File: src/design/e2q_pkg.sv
`timescale 1ns / 1ps
package e2q_pkg;
  localparam int ANGLE_BITS_DEF = 16;
  localparam int OUT_BITS_DEF = 16;
  localparam int CORDIC_STEPS_DEF = 16;
  localparam int FRAC = 30;
  localparam logic signed [33:0] INV_GAIN = 34'sd652032874;

  typedef struct packed {
    logic signed [ANGLE_BITS_DEF-1:0] roll_angle;
    logic signed [ANGLE_BITS_DEF-1:0] pitch_angle;
    logic signed [ANGLE_BITS_DEF-1:0] yaw_angle;
  } angles_t;

  typedef struct packed {
    logic signed [OUT_BITS_DEF-1:0] quat_x;
    logic signed [OUT_BITS_DEF-1:0] quat_y;
    logic signed [OUT_BITS_DEF-1:0] quat_z;
    logic signed [OUT_BITS_DEF-1:0] quat_w;
  } quat_t;

  function automatic logic signed [33:0] atan_turn(input int i);
    logic [31:0] t;
    case (i)
      0: t = 32'h20000000; 1: t = 32'h12E4051E; 2: t = 32'h09FB385B;
      3: t = 32'h051111D4; 4: t = 32'h028B0D43; 5: t = 32'h0145D7E1;
      6: t = 32'h00A2F61E; 7: t = 32'h00517C55; 8: t = 32'h0028BE53;
      9: t = 32'h00145F2F; 10: t = 32'h000A2F98; 11: t = 32'h000517CC;
      12: t = 32'h00028BE6; 13: t = 32'h000145F3; 14: t = 32'h0000A2FA;
      15: t = 32'h0000517D; 16: t = 32'h000028BE; 17: t = 32'h0000145F;
      18: t = 32'h00000A30; 19: t = 32'h00000518; 20: t = 32'h0000028C;
      21: t = 32'h00000146; 22: t = 32'h000000A3; 23: t = 32'h00000051;
      24: t = 32'h00000029; 25: t = 32'h00000014; 26: t = 32'h0000000A;
      27: t = 32'h00000005; 28: t = 32'h00000003; 29: t = 32'h00000001;
      30: t = 32'h00000001;
      default: t = 32'h00000000;
    endcase
    return $signed({2'b00, t});
  endfunction

  // q4.30 product rounded to nearest
  function automatic logic signed [33:0] qmul(input logic signed [33:0] a,
                                              input logic signed [33:0] b);
    logic signed [67:0] p;
    p = a * b + 68'sd536870912;
    return p[63:30];
  endfunction
endpackage

File: src/design/e2q_cordic.sv
`timescale 1ns / 1ps
module e2q_cordic #(
  parameter int ANGLE_BITS = 16,
  parameter int CORDIC_STEPS = 16
) (
  input  logic                         clk,
  input  logic                         en,
  input  logic signed [ANGLE_BITS-1:0] angle,
  output logic signed [33:0]           cos_q,
  output logic signed [33:0]           sin_q
);
  import e2q_pkg::*;
  localparam int N = (CORDIC_STEPS > 32) ? 32 : CORDIC_STEPS;

  logic signed [33:0] xs [0:N];
  logic signed [33:0] ys [0:N];
  logic signed [33:0] zs [0:N];

  always_ff @(posedge clk) begin
    if (en) begin
      xs[0] <= INV_GAIN;
      ys[0] <= '0;
      if (ANGLE_BITS <= 31) begin
        zs[0] <= 34'(signed'(angle)) <<< (31 - ANGLE_BITS);
      end else begin
        zs[0] <= 34'(signed'(angle)) >>> 1;
      end
      for (int i = 0; i < N; i++) begin
        if (!zs[i][33]) begin
          xs[i+1] <= xs[i] - (ys[i] >>> i);
          ys[i+1] <= ys[i] + (xs[i] >>> i);
          zs[i+1] <= zs[i] - atan_turn(i);
        end else begin
          xs[i+1] <= xs[i] + (ys[i] >>> i);
          ys[i+1] <= ys[i] - (xs[i] >>> i);
          zs[i+1] <= zs[i] + atan_turn(i);
        end
      end
    end
  end

  assign cos_q = xs[N];
  assign sin_q = ys[N];
endmodule

File: config.mk
export PLATFORM = sky130hd
export DESIGN_NAME = e2q_cordic
export DESIGN_NICKNAME = d
export VERILOG_FILES = /design/src/design/e2q_pkg.sv /design/src/design/e2q_cordic.sv
export SDC_FILE = /design/constraint.sdc
export NUM_CORES = 2
export LEC_CHECK = 0
export CAP_MARGIN = 20
export CORE_ASPECT_RATIO = 1.75
export CORE_MARGIN = 4
export CORE_UTILIZATION = 42
export CTS_BUF_LIST = sky130_fd_sc_hd__clkbuf_4
export CTS_CLUSTER_DIAMETER = 200
export DETAILED_ROUTE_END_ITERATION = 8
export DONT_BUFFER_PORTS = 1
export PLACE_DENSITY_LB_ADDON = 0.15
export SLEW_MARGIN = 40
export SYNTH_ARGS = -nofsm -noshare
export SYNTH_HDL_FRONTEND = slang
export SYNTH_SLANG_ARGS = --single-unit
File: constraint.sdc
create_clock -name clk -period 6.1 [get_ports clk]
set_input_delay 0.305 -clock clk [delete_from_list [all_inputs] [get_ports clk]]
set_output_delay 0.305 -clock clk [all_outputs]
set_load 0.02 [all_outputs]
After elaboration in Yosys (flattened, before gate mapping):

Memory sizes are Yosys's and may differ from the RTL's.
Index checks and enable logic that the tools add are counted.
W data, S select, Z words.

* register bits: 0
* memory bits (writable): 1734
* input bits: 18
* output and inout port bits: 68
* logic and storage cells: 356
* memories: 3

Memory list
* xs: depth 17, bits a word 34, read ports 17, clocked after Yosys merged registers in 0, write ports 17, line e2q_cordic.sv:15 `logic signed [33:0] xs [0:N];`
* ys: depth 17, bits a word 34, read ports 17, clocked after Yosys merged registers in 0, write ports 17, line e2q_cordic.sv:16 `logic signed [33:0] ys [0:N];`
* zs: depth 17, bits a word 34, read ports 16, clocked after Yosys merged registers in 0, write ports 17, line e2q_cordic.sv:17 `logic signed [33:0] zs [0:N];`

* $add $sub $neg: 95
* muxes and demuxes: 210
* bitwise operators: 48

Operators with widths (count)
* $mux W32: 64
* $mux W34: 48
* $add A34 B33 Y34: 18
* $sub A34 B33 Y34: 18
* $mux W1: 98
* $add A34 B19 Y34: 2
* $add A34 B20 Y34: 2
* $add A34 B21 Y34: 2
* $add A34 B22 Y34: 2
* $add A34 B23 Y34: 2
* $add A34 B24 Y34: 2
* $add A34 B25 Y34: 2
* $add A34 B26 Y34: 2
* $add A34 B27 Y34: 2
* $add A34 B28 Y34: 2
* $add A34 B29 Y34: 2
* $add A34 B30 Y34: 2
* $add A34 B31 Y34: 2
* $add A34 B32 Y34: 2
* $sub A34 B19 Y34: 2
* $sub A34 B20 Y34: 2
* $sub A34 B21 Y34: 2
* $sub A34 B22 Y34: 2
* $sub A34 B23 Y34: 2
* other kinds (12): 69

Logic depth before layout (Yosys ltp):

* depth in word-level cells: 4
* gate-level depth with buffers: 23
* depth with buffers taken out: 23

Worst setup path after synthesis:

OpenSTA, ideal clock, no wires.

* path kind: register -> register
* from: memory xs[12][17]
* to: memory ys[13][33] (data pin)
* arrival: 4.732 ns
* data required time: 5.841 ns
* slack: 1.109 ns
* stages on the path, launching flop included: 20
* path buffers: 0
* cells stage by stage: edfxtp_1 or4_1 nor4_2 nand2b_1 or4_1 or3_1 nor4_2 nor2_1 xnor2_1 ha_1 a21oi_1 o21ai_0 or2_2 a311oi_1 nor4_1 a2111oi_2 o21ai_0 a211oi_1 o21bai_1 xnor2_1

RTL lines (line)
* from (decl): e2q_cordic.sv:15
* to (decl): e2q_cordic.sv:16

==> run_results.csv <==
group,metric,value,unit
outcome,outcome,"finished, final reports clean",
setup_path,worst_setup_path_end_kind,"register",
floorplan,die_w,415.2,µm
setup_path,cp.arrival,6850,ps
final_layout,area_growth,15.23,%
sta,finClkSkew,145.3,ps
clock_tree,post_cts.repair.setup_buffers,0,
yosys,ys_types,101,
setup_path,slowest_delay,600,ps
global_routing,grtUsageTotal,0.2480,
placement,gp_congestion,0.9587,
placement,dp.cells,17390,
setup_path,r2r_start,"xs[3][9]",
setup_path,rrSetupSlack,590,ps
yosys,avgSynthCellArea,9.646,µm²
final_layout,nFillCells,27380,
clock_tree,cts_sinks,1446,
yosys,async_reset_ff_frac,0,
floorplan,die_h,720.6,µm
floorplan,die-area,0.2992,mm²
drt,num_vias,101600,
setup_path,crit_top_cell,"buf_16",
clock_tree,clock_latency,1350,ps
global_routing,grt_pass1_vias,105200,
sta,fin_crit_sh,0.9507,
yosys,synth_area,0.1219,mm²
sta,min_period,5799,ps
floorplan,coreArea,0.2887,mm²
global_routing,overflow,0,
setup_path,crit_slowest_cell,"dlygate4sd3_1",
yosys,synth.largest_area_cell,"edfxtp_1",
drt,drtIter0Drc,4849,
yosys,ys_seq_area_frac,0.3563,
final_layout,multiInputGateArea,0.07583,mm²
global_routing,grt_max_degree,118,
sta,setup_viol,0,
setup_path,cp_max_fo,65,
drt,drcViolationCount,0,
clock_tree,cts-buffers-inserted,371,
floorplan,ios,86,
final_layout,drive_gt1_frac,0.1325,
sta,worst_pin_slew,911.6,ps
global_routing,grt_first_pass_wirelength,585.1,mm
drt,routed_via_density,5.616,
placement,io_buffers,0,
drt,avgRoutedWirePerCell,21.20,µm
yosys,yosysWarnings,0,
sta,rsz0062_at_grt,"no",
clock_tree,cts-root-buf,"clkbuf_4",
sta,final-hold-violation-count,0,
hold_path,min_path_type,"input pin to register",
final_layout,layout.cells.non_filler,18100,
yosys,synth_seq_cells,1446,
clock_tree,h-tree-depth,5,
yosys,synth_nets,14070,
global_routing,antenna_found_initial,11,
sta,max_slew_margin,0.3923,
yosys,synthTopCellsByCount,"1446 x edfxtp_1, 1376 x ha_1, 1287 x a21oi_1, 1230 x xnor2_1, 950 x nor2_1",
yosys,syn_inst,12640,
hold_path,hp-start,"angle[13]",
sta,final_max_slew_viol_count,0,
clock_tree,cts_tree,"built",
setup_path,cp.required,7150,ps
yosys,synth_most_common_cell,"edfxtp_1",
clock_tree,clkTransAtPathRegs,80,ps
setup_path,timing.rr.end,"ys[4][31]",
clock_tree,cts.path.max_buffers,4,
run,drv_cap,0,
drt,ant_nets,0,
yosys,synth.area.top_cells,"edfxtp_1 36%, ha_1 14%, xnor2_1 8.8%",
final_layout,regArea,0.04342,mm²
setup_path,crit_type,"input pin to register",
hold_path,min_path_cells,2,
hold_path,holdPathEnd,"zs[0][28]",
drt,routed_wl,383.6,mm
drt,drt-pass1-iter-count,6,
yosys,synthFlopType,"edfxtp_1",
final_layout,final_nets,15450,
floorplan,start_util,0.4222,
floorplan,rows,261,
setup_path,reg2regPathDepth,15,
yosys,synth_top_area_frac,0.3563,
placement,hpwl,312.0,mm
yosys,synth-edff-count,1446,
sta,fmax,0.1724,GHz
setup_path,crit_path_start_kind,"input pin",
==> area by class of cell <==
class | count | area share
Antenna cell | 13 | 0.0002316
Multi-Input combinational cell | 10470 | 0.5400
Inverter | 522 | 0.01395
Timing Repair Buffer | 1204 | 0.07029
Sequential cell | 1446 | 0.3092
Clock inverter | 140 | 0.006298
Tap cell | 3813 | 0.03397
Clock buffer | 489 | 0.02614
==> worst max-delay path: cells and delay by family <==
| family | cells | cell delay [ps] |
|---|---|---|
| AO/OA/AOI/OAI | 10 | 2360 |
| XOR/XNOR | 2 | 240 |
| adder cells (fa/ha/maj) | 1 | 270 |
| buffers and inverters | 15 | 3240 |
| AND/OR/NAND/NOR | 2 | 240 |
==> cells in the final DEF (no fill, tap or decap), drive strengths merged, types with 64 or more instances in the layout <==
cell type | netlist | final
edfxtp | 1446 | 1446
ha | 1376 | 1376
a21oi | 1290 | 1290
xnor2 | 1231 | 1231
buf | 28 | 1149
nor2 | 950 | 950
nand2 | 722 | 722
o21ai | 702 | 702
a21o | 658 | 658
xor2 | 600 | 600
inv | 516 | 520
clkbuf | 171 | 491
nor3 | 282 | 282
nand2b | 232 | 232
nand3 | 211 | 211
o21a | 192 | 192
nor2b | 191 | 191
o21bai | 165 | 165
o31ai | 142 | 142
a31oi | 131 | 131
clkinv | 6 | 128
a211oi | 111 | 111
or3 | 108 | 108
and3 | 102 | 102
nand4 | 82 | 82
mux2i | 70 | 70
nor4 | 68 | 68
o211ai | 64 | 64
==> worst max-delay path by stage <==
stage	start	endpoint	cells after the start
2_1_floorplan	xs[12][17]	ys[13][33]	19
3_3_place_gp	en	xs[10][30]	22
3_5_place_dp	en	xs[10][30]	25
4_1_cts	en	xs[10][30]	30
5_1_grt	en	ys[10][31]	29
6_report	en	xs[10][30]	30
==> per-stage QoR <==
step           setup slack (ps)  area (µm²)  hold WS, ps  TNS [ps]  utilization
3_5_place_dp             -807.9      134900        403.9    -19980       0.4675
2_1_floorplan              1109      121900        400.3         0            -
3_3_place_gp              -1463      134600        400.7   -104590       0.4661
5_1_grt                   91.84      140400        99.33         0       0.4865
4_1_cts                   163.8      140300        29.33         0       0.4861
6_report                  300.6      140400        248.8         0       0.4865
==> state kept, by name (all words and copies together), names as in the netlist <==
| signal | cells |
|---|---|
| xs | 484 |
| ys | 511 |
| zs | 451 |
==> cell families after synthesis <==
logic type               count (synthesis)  synth area share
AO/OA/AOI/OAI                         3894            0.2033
adder cells (fa/ha/maj)               1419            0.1483
multiplexers                           111          0.009537
flip-flops                            1446            0.3563
XOR/XNOR                              1831            0.1317
AND/OR/NAND/NOR                       3213            0.1286
buffers and inverters                  721           0.02226
==> per-layer routing <==
layer	up-vias	track usage	wire length [µm]
li1	49990	-	-
met1	48330	0.2159	124100
met2	2137	0.5147	218500
met3	1154	0.02513	10080
met4	6	0.1720	30910
met5	-	0	41
==> what timing repair did <==
| action | CTS | global route |
|---|---|---|
| hold buffers | 65 | 0 |
| endpoints found under the setup margin | 0 | 11 |
| endpoints found under the hold margin | 531 | 0 |
| gates resized for setup | 0 | 3 |
Power is not shown: default switching activity piles up to over one toggle a cycle in this logic, so the estimate is an artifact.
